**src/sv/brr_queue.sv**
```systemverilog
// small fifo between the front and the back
`timescale 1ns / 1ps
module brr_queue #(
  parameter int DW = 66
) (
  input  logic          clk,
  input  logic          rst,
  input  logic          wr_valid,
  output logic          wr_ready,
  input  logic [DW-1:0] wr_data,
  output logic          rd_valid,
  input  logic          rd_ready,
  output logic [DW-1:0] rd_data
);
  logic [DW-1:0] mem [0:3];
  logic [1:0]    wptr;
  logic [1:0]    rptr;
  logic [2:0]    count;
  logic          do_wr;
  logic          do_rd;

  assign wr_ready = count != 3'd4;
  assign rd_valid = count != 3'd0;
  assign rd_data  = mem[rptr];
  assign do_wr    = wr_valid && wr_ready;
  assign do_rd    = rd_valid && rd_ready;

  always_ff @(posedge clk) begin
    if (rst) begin
      wptr  <= '0;
      rptr  <= '0;
      count <= '0;
    end else begin
      if (do_wr) wptr <= wptr + 2'd1;
      if (do_rd) rptr <= rptr + 2'd1;
      count <= count + {2'b0, do_wr} - {2'b0, do_rd};
    end
    if (do_wr) mem[wptr] <= wr_data;
  end
endmodule

```
**config.mk**
```make
export PLATFORM = sky130hd
export DESIGN_NAME = brr_queue
export DESIGN_NICKNAME = d
export VERILOG_FILES = /design/src/sv/brr_queue.sv
export SDC_FILE = /design/constraint.sdc
export NUM_CORES = 1
export LEC_CHECK = 0
export BUFFER_PORTS_ARGS = -buffer_cell sky130_fd_sc_hd__buf_2
export CAP_MARGIN = 20
export CORE_AREA = 2 2 133 264
export DETAILED_ROUTE_END_ITERATION = 8
export DIE_AREA = 0 0 135 266
export PLACE_DENSITY = 0.49
export REMOVE_ABC_BUFFERS = 1
export SETUP_SLACK_MARGIN = 0.05
export SYNTH_ARGS = -nofsm -noshare
export SYNTH_HDL_FRONTEND = slang
export SYNTH_SLANG_ARGS = --single-unit
```
**constraint.sdc**
```tcl
create_clock -name clk -period 5.2 [get_ports clk]
set_input_delay 0 -clock clk [delete_from_list [all_inputs] [get_ports clk]]
set_output_delay 0 -clock clk [all_outputs]
set_load 0.01 [all_outputs]
```
After elaboration in Yosys (flattened, before gate mapping)
Memory sizes are Yosys's and may differ from the RTL's. A register that Yosys moved wholly into a read port is not among the register bits.
Index checks and enable logic that the tools add are counted.

word-level totals
  register bits = 7
  memory bits (writable) = 264
  input port bits = 70
  output and inout port bits = 68
  word-level logic and storage cells = 16
  memories = 1

memories
  memory  depth  bits a word  rd ports  clocked after Yosys merged registers in  write ports  RTL line  text
  mem     4      66           1         1                                        1            15        logic [DW-1:0] mem [0:3];

operators by class
  add/subtract/negate cells = 4
  equality and inequality tests = 1
  mux-type cells = 4
  reduce and logical (&&, ||, !) cells = 3

operators by type and width
  operator                                       number
  adder 2 x 1 -> 2 bit (second input constant)   2
  two-way mux 2 bit                              2
  adder 3 x 1 -> 3 bit                           1
  inequality test 3 bit (second input constant)  1
  nonzero test 3 bit                             1
  subtractor 3 x 1 -> 3 bit                      1
  logical AND 1 bit                              2
  two-way mux 1 bit                              2

Longest topological paths before layout
  depth after elaboration = 4
  mapped depth = 11

Worst setup path before layout
No wires, ideal clock.

  path type = register -> register
  start point = register count[1]
  end point = memory mem[0][0], enable pin
  library setup time = 0.431 ns
  data arrival time = 2.349 ns
  data required time = 4.769 ns
  slack = 2.420 ns
  stages on the path, launching flop included = 4
  cells stage by stage = dfxtp_1 nor2_1 a21boi_2 and2_1

on the way
  longest elaborated chain between the ends = 4

RTL lines
  element                                  RTL line  text
  from (decl)                              18        logic [2:0] count;
  from (signal assigned)                   36        count <= count + {2'b0, do_wr} - {2'b0, do_rd};
  inequality test 3 bit                    22        assign wr_ready = count != 3'd4;
  logical AND 1 bit                        25        assign do_wr = wr_valid && wr_ready;
  two-way mux 1 bit                        38        if (do_wr) mem[wptr] <= wr_data;
  two-way mux 1 bit (not written as such)  38
  to (decl)                                15

Every way passes these cells.

==> impl_results.md <==
- DR WL/cell: 19.3 um
- TNS Setup: 0 ns
- Mapped Avg Cell Area: 25.4 um^2
- CP max stage delay: 0.99 ns
- Final net count: 695
- Leakage: 4.25 nW
- CP Class: register to primary output
- Slew Viols, Final: 0
- Initial antenna violation count: 1
- Outcome: completed
- Clock latency on the worst-skew pair: 0.52 ns
- Synth Register Bits: 273
- Drt via density: 4.41
- DRT Pass-1 Iters: 6
- Final Total Pwr: 0.00593 W
- Final period utilization: 54.8%
- Endpoints failing setup: 0
- Slew margin rel.: 36.1%
- Die Area: 35900 um^2
- Buf/Inv on CP: 2
- Post-synthesis sequential area ratio: 81.2%
- Synth Area in XOR/XNOR: 0.263%
- Worst EP required: 5.20 ns
- Multiplexer share of the synthesized area: 15.1%
- Setup crit start kind: register
- Total of max-cap violations: 0
- All-layer global routing usage: 11.7%
- Final Hold Fails: 0
- Max Freq: 0.351 GHz
- DIE HEIGHT: 266 um
- Top-area cell type share of the netlist area: 79.4%
- Post-DP HPWL: 12100 um
- Min-delay src: wr_data[44]
- Row cnt: 96
- Num CTS Buffers: 25
- Post-Synth Simple-Gate Area: 0.952%
- Core area: 34100 um^2
- Layout cells sized above 1: 40.1%
- Routability congestion estimate from global placement: 0.712
- Pin count of the biggest net entering global routing: 67
- Largest family of logic cells by synthesized area: multiplexers
- Finished Layout Cells: 1076
- Crit end category: primary output
- Crit path max fanout: 44
- Area leader, netlist: edfxtp_1
- I/O Buffers: 137
- Final Util: 37.3%
- Fillers: 3205
- Hold Path End: mem[3][44]
- FF-to-FF End: count[2]
- # H-tree levels: 1
- Total Routed Length: 20700 um
- Slowest cell on the critical path: dfxtp_4
- Adder-Cell Fraction of Synth Area: 0.952%
- RR Startpoint: count[1]
- IO Pins: 138
- Synth Area in Compound Gates: 0.288%
- Post-cts sizing count: 0
- Unique masters post-synth: 24
- Hold depth: 2
- Initial DRC Count: 210
- Cell count of the worst reg-to-reg path: 11
- Synth warn: 0
- Worst min-delay path class: primary input to register
- Critical Path, Cell by Cell: buf_4 > mux4_2 > buf_2
- Clock transition at the registers of the reported paths: 0.06 ns
- Crit path time final: 2.85 ns
- TritonCTS Sinks: 273
- Root buffer cell: clkbuf_16
- Crit-path leading delay family: flip-flops
- Vias in the first global route: 5455
- Clk buf depth: 3
- Post-Syn Instances: 393
- Area contributors post-synth: edfxtp_1, mux4_2, dfxtp_1, ha_1, buf_6
- Die X: 135 um
- Cell Pwr Density: 466 nW/um^2
- First-pass GRT wire length: 31600 um
- CTS tree: done
- Reg2Reg Setup Slack: 2.69 ns
- Data arrival, critical path: 2.85 ns
- Area growth from synthesis to layout: 27.4%
- Placed cells: 958
- Least-Margin Pin Slew: 0.959 ns
- Initial Utilization: 29.3%
- Via count: 4743
- Syn Std Cell Area: 9990 um^2
- Max IR drop VDD: 0.327 mV
- Drc violations: 0
- DRT antenna net count: 0
- Overflow after GRT: 0
- RSZ-0062 raised after global routing: false
- Clock Skews: 0.0135 ns
-- final cells by class --
class	instances	area (um^2)	area share, %
clock buffer	31	668	5.25
inverter	5	18.8	0.148
antenna	1	2.50	0.0197
timing repair buffer	213	1500	11.8
tap	441	552	4.34
clock inverter	12	100	0.787
multi-input combinational	100	1760	13.9
sequential	273	8120	63.8
-- cell families (layout without fill, tap and decap cells) --
logic type,count (synthesis),in the layout
compound gates,3,3
xor+xnor,3,3
fa+ha+maj,7,7
buf+inv,20,261
flops,273,273
mux,68,68
other cells,0,1
simple gates,19,19
-- stage by stage --
stage | hold WS (ns) | worst slack [ns] | instance area [um^2]
after detailed placement | 0.218 | 2.71 | 11100
after floorplan | 0.0667 | 1.71 | 9880
after global placement | 0.211 | 2.77 | 11100
after CTS | 0.194 | 2.17 | 12600
final | 0.224 | 2.35 | 12700
after global routing | 0.219 | 2.04 | 12700
-- report_power, final --
part	leakage [nW]	internal, W	switching (W)
clock network	0.379	0.000963	0.000771
registers	2.49	0.00270	0.000168
logic	1.38	0.000673	0.000662
-- cells in the mapped netlist --
cell / number
edfxtp_1: 264
mux4_2: 66
dfxtp_1: 9
nor2_1: 8
ha_1: 6
and2_1: 5
buf_2: 5
buf_6: 5
inv_1: 5
clkbuf_1: 3
buf_4: 2
nand2b_1: 2
xor2_1: 2
a21boi_2: 1
fa_1: 1
mux2_2: 1
mux2i_1: 1
nand2_1: 1
nor2b_1: 1
nor3_1: 1
o311ai_0: 1
o31a_1: 1
or3_1: 1
xnor2_1: 1
-- state kept, by name, summed over array words and instances, names as in the netlist, named ones only --
name,cells
rptr,2
mem,264
count,3
wptr,2
-- timing repair --
action                                  CTS  global route
endpoints found under the setup margin    0             0
buffers inserted                          0             0
endpoints found under the hold margin   273             0
hold buffers                             70             0
-- how the worst max path moves through the flow --
stage	startpoint	end	slack, ns	cells past startpoint
global route	register	rd_data[40]	2.04	3
CTS	register	rd_data[40]	2.17	3
global placement	register	rd_data[40]	2.77	3
finish	register	rd_data[20]	2.35	3
detailed placement	count[1]	count[2]	2.71	11
floorplan	register	rd_data[0]	1.71	1
-- cell usage in the layout (no fill, tap or decap), types with 5 or more instances in the layout --
cell type and count:
dfxtp_1 7, nor2_1 8, inv_1 5, clkbuf_16 25, dlygate4sd3_1 70, ha_1 6
clkinv_2 6, mux4_2 66, edfxtp_1 264, buf_2 137
-- per-layer routing --
layer / up-vias / global-route usage, % / share of wire (%)
met1: 2507 / 12.6 / 37
met4: 0 / 4.08 / 2.2
met3: 25 / 1.86 / 3.9
li1: 2118 / - / -
met2: 93 / 22.6 / 57
met5: - / 0 / 0
(Power assumes the default switching activity.)
