**src/sv/brr_pkg.sv**
```systemverilog
// shared constants and types for the bounded random range reducer
`timescale 1ns / 1ps
package brr_pkg;
  localparam logic [1:0] STATUS_VALID  = 2'd0;
  localparam logic [1:0] STATUS_REJECT = 2'd1;
  localparam logic [1:0] STATUS_DOMAIN = 2'd2;

  typedef enum logic [1:0] {
    CLS_ZERO = 2'd0,
    CLS_POW2 = 2'd1,
    CLS_GEN  = 2'd2
  } cls_t;
endpackage

```
**src/sv/brr_front.sv**
```systemverilog
// front stage: masks the inputs to the word width and classifies the range
`timescale 1ns / 1ps
module brr_front #(
  parameter int W = 32
) (
  input  logic             clk,
  input  logic             rst,
  input  logic             in_valid,
  output logic             in_ready,
  input  logic [31:0]      range_limit,
  input  logic [31:0]      random_word,
  output logic             f_valid,
  input  logic             f_ready,
  output logic [2*W+1:0]   f_data
);
  logic [W-1:0] rng;
  logic [W-1:0] wrd;
  logic [1:0]   cls;
  logic         full;

  assign in_ready = !full || f_ready;
  assign f_valid  = full;

  always_ff @(posedge clk) begin
    if (rst) begin
      full <= 1'b0;
    end else if (in_ready) begin
      full <= in_valid;
    end
    if (in_valid && in_ready) begin
      rng <= range_limit[W-1:0];
      wrd <= random_word[W-1:0];
      if (range_limit[W-1:0] == '0) begin
        cls <= brr_pkg::CLS_ZERO;
      end else if ((range_limit[W-1:0] & (range_limit[W-1:0] - W'(1))) == '0) begin
        cls <= brr_pkg::CLS_POW2;
      end else begin
        cls <= brr_pkg::CLS_GEN;
      end
    end
  end

  assign f_data = {cls, rng, wrd};
endmodule

```
**config.mk**
```make
export PLATFORM = sky130hd
export DESIGN_NAME = brr_front
export DESIGN_NICKNAME = d
export VERILOG_FILES = /design/src/sv/brr_pkg.sv /design/src/sv/brr_front.sv
export SDC_FILE = /design/constraint.sdc
export NUM_CORES = 1
export LEC_CHECK = 0
export BUFFER_PORTS_ARGS = -buffer_cell sky130_fd_sc_hd__buf_4
export CORE_ASPECT_RATIO = 0.6
export CORE_UTILIZATION = 44
export CTS_CLUSTER_DIAMETER = 30
export CTS_CLUSTER_SIZE = 20
export DETAILED_ROUTE_END_ITERATION = 10
export GPL_ROUTABILITY_DRIVEN = 0
export PLACE_DENSITY = 0.79
export SLEW_MARGIN = 10
export SYNTH_ARGS = -nofsm -noshare
export SYNTH_HDL_FRONTEND = slang
export SYNTH_SLANG_ARGS = --single-unit
export TNS_END_PERCENT = 10
```
**constraint.sdc**
```tcl
create_clock -name clk -period 2.85 [get_ports clk]
set_input_delay 0.285 -clock clk [delete_from_list [all_inputs] [get_ports clk]]
set_output_delay 0.285 -clock clk [all_outputs]
set_load 0.05 [all_outputs]
```
* After elaboration in Yosys (flattened, before gate mapping)
Cells that the tools add are included.
** Cells by class
- Add/sub/neg operators :: 1
- Muxes and demuxes :: 1
- Bitwise operators :: 1
- Reductions and logical operators :: 5
** Operator list (number)
- zero test 32 bit :: 2
- bitwise AND 32 bit :: 1
- subtractor 32 x 1 -> 32 bit (second input constant) :: 1
- 2-to-1 mux 2 bit :: 1
- logical AND 1 bit :: 1
- zero test 1 bit :: 1
- logical OR 1 bit :: 1
** Word-level totals
- Register bits :: 67
- Bits of input ports :: 68
- Output and inout bits :: 68
- Logic and storage cells :: 12

* Depth between registers and ports, before layout
- Depth in word-level cells :: 4
- Depth in mapped cells :: 6

* Worst setup path after synthesis
No wires, ideal clock.
- Kind :: reg-to-reg
- From :: register full (netlist: f_valid)
- To :: register cls[0], enable pin
- Data arrival time :: 2603 ps
- Data required time :: 2419 ps
- Setup slack :: -184 ps
- Stages on the path, launching flop included :: 3
- Buffers on the path :: 0
- Clock period less this slack :: 3034 ps
- Cells stage by stage :: dfxtp_1 > nand2b_1 > and2_1
** On the way
- Cells in the longest elaborated chain, start to end :: 3
** Ends and longest elaborated chain
- start, declared :: line brr_front.sv:19 : logic full;
- start signal, assigned :: line brr_front.sv:28 : full <= in_valid;
- zero test 1 bit :: line brr_front.sv:21 : assign in_ready = !full || f_ready;
- logical OR 1 bit :: line brr_front.sv:21
- via in_ready :: line brr_front.sv:9 : output logic in_ready,
- logical AND 1 bit :: line brr_front.sv:30 : if (in_valid && in_ready) begin
- end signal, assigned :: line brr_front.sv:34 : cls <= brr_pkg::CLS_ZERO;
- end signal, assigned :: line brr_front.sv:36 : cls <= brr_pkg::CLS_POW2;
- end signal, assigned :: line brr_front.sv:38 : cls <= brr_pkg::CLS_GEN;
- end, declared :: line brr_front.sv:18 : logic [1:0] cls;
The timed path passes the listed nets, and every way through them passes these cells.
A chain may end at the register's enable or synchronous reset.

* Worst setup path in the final report
- From :: input range_limit[1]
- To :: register cls[1] (data pin)
** On the way
- Cells in the longest elaborated chain, start to end :: 4
- Elaborated cells between the ends (all ways) :: 5
** Ends and longest elaborated chain
- start, declared :: line brr_front.sv:10 : input logic [31:0] range_limit,
- subtractor 32 x 1 -> 32 bit :: line brr_front.sv:35 : end else if ((range_limit[W-1:0] & (range_limit[W-1:0] - W'(1))) == '0) begin
- bitwise AND 32 bit :: line brr_front.sv:35
- zero test 32 bit :: line brr_front.sv:35
- 2-to-1 mux 2 bit :: line brr_front.sv:35
Several ways; a longest one is shown, not always the timed one.

==> run metrics <==
first-pass GRT wire length around 8500 µm; num rows 20; worst r2r path cells 3; HP Class in -> reg; full die area between 0.005 and 0.006 mm²; Vias roughly 1900; max-slew violations 0; CTS root buffer clkbuf_8; final WL 5520 µm; Clock Sinks between 60 and 70; fmax 443 MHz; cell area after synthesis approximately 0.0025 mm²; synthesized flop and latch total 67; Worst R2R Setup Slack about 1200 ps; minimum clock period after layout 2260 ps; CP cell instances buf_4, nor4_4, nand3_1, o31ai_2, o2111ai_1, or4_4, or3_1; width of the die about 99 µm; Least-Margin Pin Slew 448 ps; critical path capture point type flop; Layout area overhead 55.5%; CTS buffer count 9; CP top delay family simple AND/OR/NAND/NOR gates; first-pass detailed-route iteration total 4; DRC violations left 0; ANT cells 0; main flop type after synthesis edfxtp_1; Worst Path Max Fanout 6; total global routing overflow 0; reg2reg end rng[13]$_DFFE_PP_; post-cts sizing count 0; LEAKAGE between 1.5 and 2 nW; placed cell count 348; Area after DPL around 0.0036 mm²; Final Cell Area 0.00387 mm²; share of layout cells above drive strength 1 between 50% and 60%; final non-filler cell total 363; Cells after Synth 144; Layout Skew 3.33 ps; Worst-path clk slew 70 ps; max-cap viol count 0; register area share after synthesis approximately 80%; Iteration-0 DRC Markers ~110; crit path buf inv count 1; worst path required time 2930 ps; final hold vios 0; DR vias/cell a little over 5; WHS Endpoint f_valid$_SDFFE_PP0N_; Post CTS Setup Buffer Count 0; # setup viols final 0; die height approximately 60 µm; Synth warnings 0; RR Startpoint f_valid$_SDFFE_PP0N_; CORE AREA between 0.005 and 0.006 mm²; largest net degree at the start of global routing 29; Final Cycle Share about four fifths; Synth area leaders edfxtp_1 80%, nor2_1 1.8%, nor4_4 1.7%, nand2_1 1.1%, a211o_1 1.1%; CTS Hold Bufs 0; CP peak stage delay approximately 560 ps; RSZ-0062 raised after global routing no; io pins between 100 and 150; WL/cell approximately 15 µm; Total GRT Usage around 20%; Async SR Flop Fraction 0%; setup_tns 0 ps; maximum vdd drop around 450 µV; WHS Path Cells 2; top cell type's share of synthesized area between 70 and 80%; commonest non-fill, non-tap cell in the layout buf_4; number of flops mapped to enable cells by yosys 66; most frequent cells in the layout 138 x buf_4, 66 x edfxtp_1, 12 x nor2_1; Worst path slowest cell or4_4; Yosys cell types 33; Crit Path Class in -> reg; Layout Nets ~360; crit path DAT roughly 2300 ps; HP Start rst; outcome completed; initial antenna violation count 0; PortBufs between 100 and 150; Net Count, Synth 212; Routed Antenna Nets 0; worst-skew pair later-pin latency ~330 ps; Synth area leader edfxtp_1; number of global-route vias before repair between 1500 and 2000; CTS H-tree depth 3; CTS tree built; Critical Path Source Type primary input; syn_area_per_cell roughly 17 µm²; HPWL Detailed 4130 µm; clock buffer depth 2; relative slew slack a little over two thirds; Initial Util a little under half; Pwr Density just under 700 mW/mm²
==> final cells by class <==
class	count	area, µm²
clock buffers	9	124
clock inverters	6	138
multi-input cells	73	473
inverters	4	15.0
fillers	362	1390
repair buffers	138	1040
well taps	66	82.6
flip-flops and latches	67	2000
==> where the power goes <==
part           total, mW  internal, mW  switching (mW)
logic              0.430         0.143           0.287
clock network       1.02         0.669           0.350
registers           1.17          1.15          0.0153
==> routing by layer <==
| layer | GRT usage [%] | part of all wire, % | up-vias |
|---|---|---|---|
| met5 | 0 | 0 | - |
| met4 | 7.77 | 0.69 | 0 |
| met3 | 8.54 | 9.5 | 4 |
| met2 | 31.9 | 48 | 91 |
| met1 | 23.8 | 42 | 890 |
| li1 | - | - | 881 |
==> sequential cells by signal, indices dropped and copies added, names as in the netlist <==
register,cells
cls,2
f_valid,1
rng,32
wrd,32
==> synthesized netlist by cell type, types with 2 or more instances <==
cell type,n
edfxtp_1,66
nor2_1,12
nand2_1,7
a21oi_1,5
nand3_1,5
inv_1,4
nor3_1,4
nor4_1,4
o21ai_0,4
a211o_1,3
or3_1,3
a211oi_1,2
nand2b_1,2
nor4_4,2
o21ai_1,2
o22ai_1,2
==> metrics by stage <==
step                setup slack, ps  hold slack (ps)  utilization [%]  total power [mW]
CTS                             625             80.1             73.6              2.63
global placement                308              441             68.7              1.61
finish                          592             95.7             73.6              2.61
detailed placement              266              441             68.7              1.62
global route                    513             82.4             73.6              2.70
floorplan                       511              354                -              1.43
==> cells by family (layout without fill, tap and decap cells) <==
logic type / after synthesis / after routing / synth area share, %
simple gates: 44 / 44 / 10.6
flops: 67 / 67 / 80.4
fa+ha+maj: 1 / 1 / 0.402
compound gates: 28 / 28 / 7.94
buf+inv: 4 / 157 / 0.603
==> worst max-delay path by stage <==
stage / slack [ps] / to / startpoint / cells past startpoint
after floorplan: 510 / cls[0]$_SDFFCE_PN0P_ / f_valid$_SDFFE_PP0N_ / 2
after global placement: 310 / cls[1]$_SDFFCE_PN0P_ / range_limit[1] / 7
after detailed placement: 270 / cls[1]$_SDFFCE_PN0P_ / range_limit[1] / 7
after CTS: 630 / cls[1]$_SDFFCE_PN0P_ / range_limit[1] / 7
after global routing: 510 / cls[1]$_SDFFCE_PN0P_ / range_limit[1] / 7
final: 590 / cls[1]$_SDFFCE_PN0P_ / range_limit[1] / 7
Note: power is estimated with default switching activity, not from simulation.
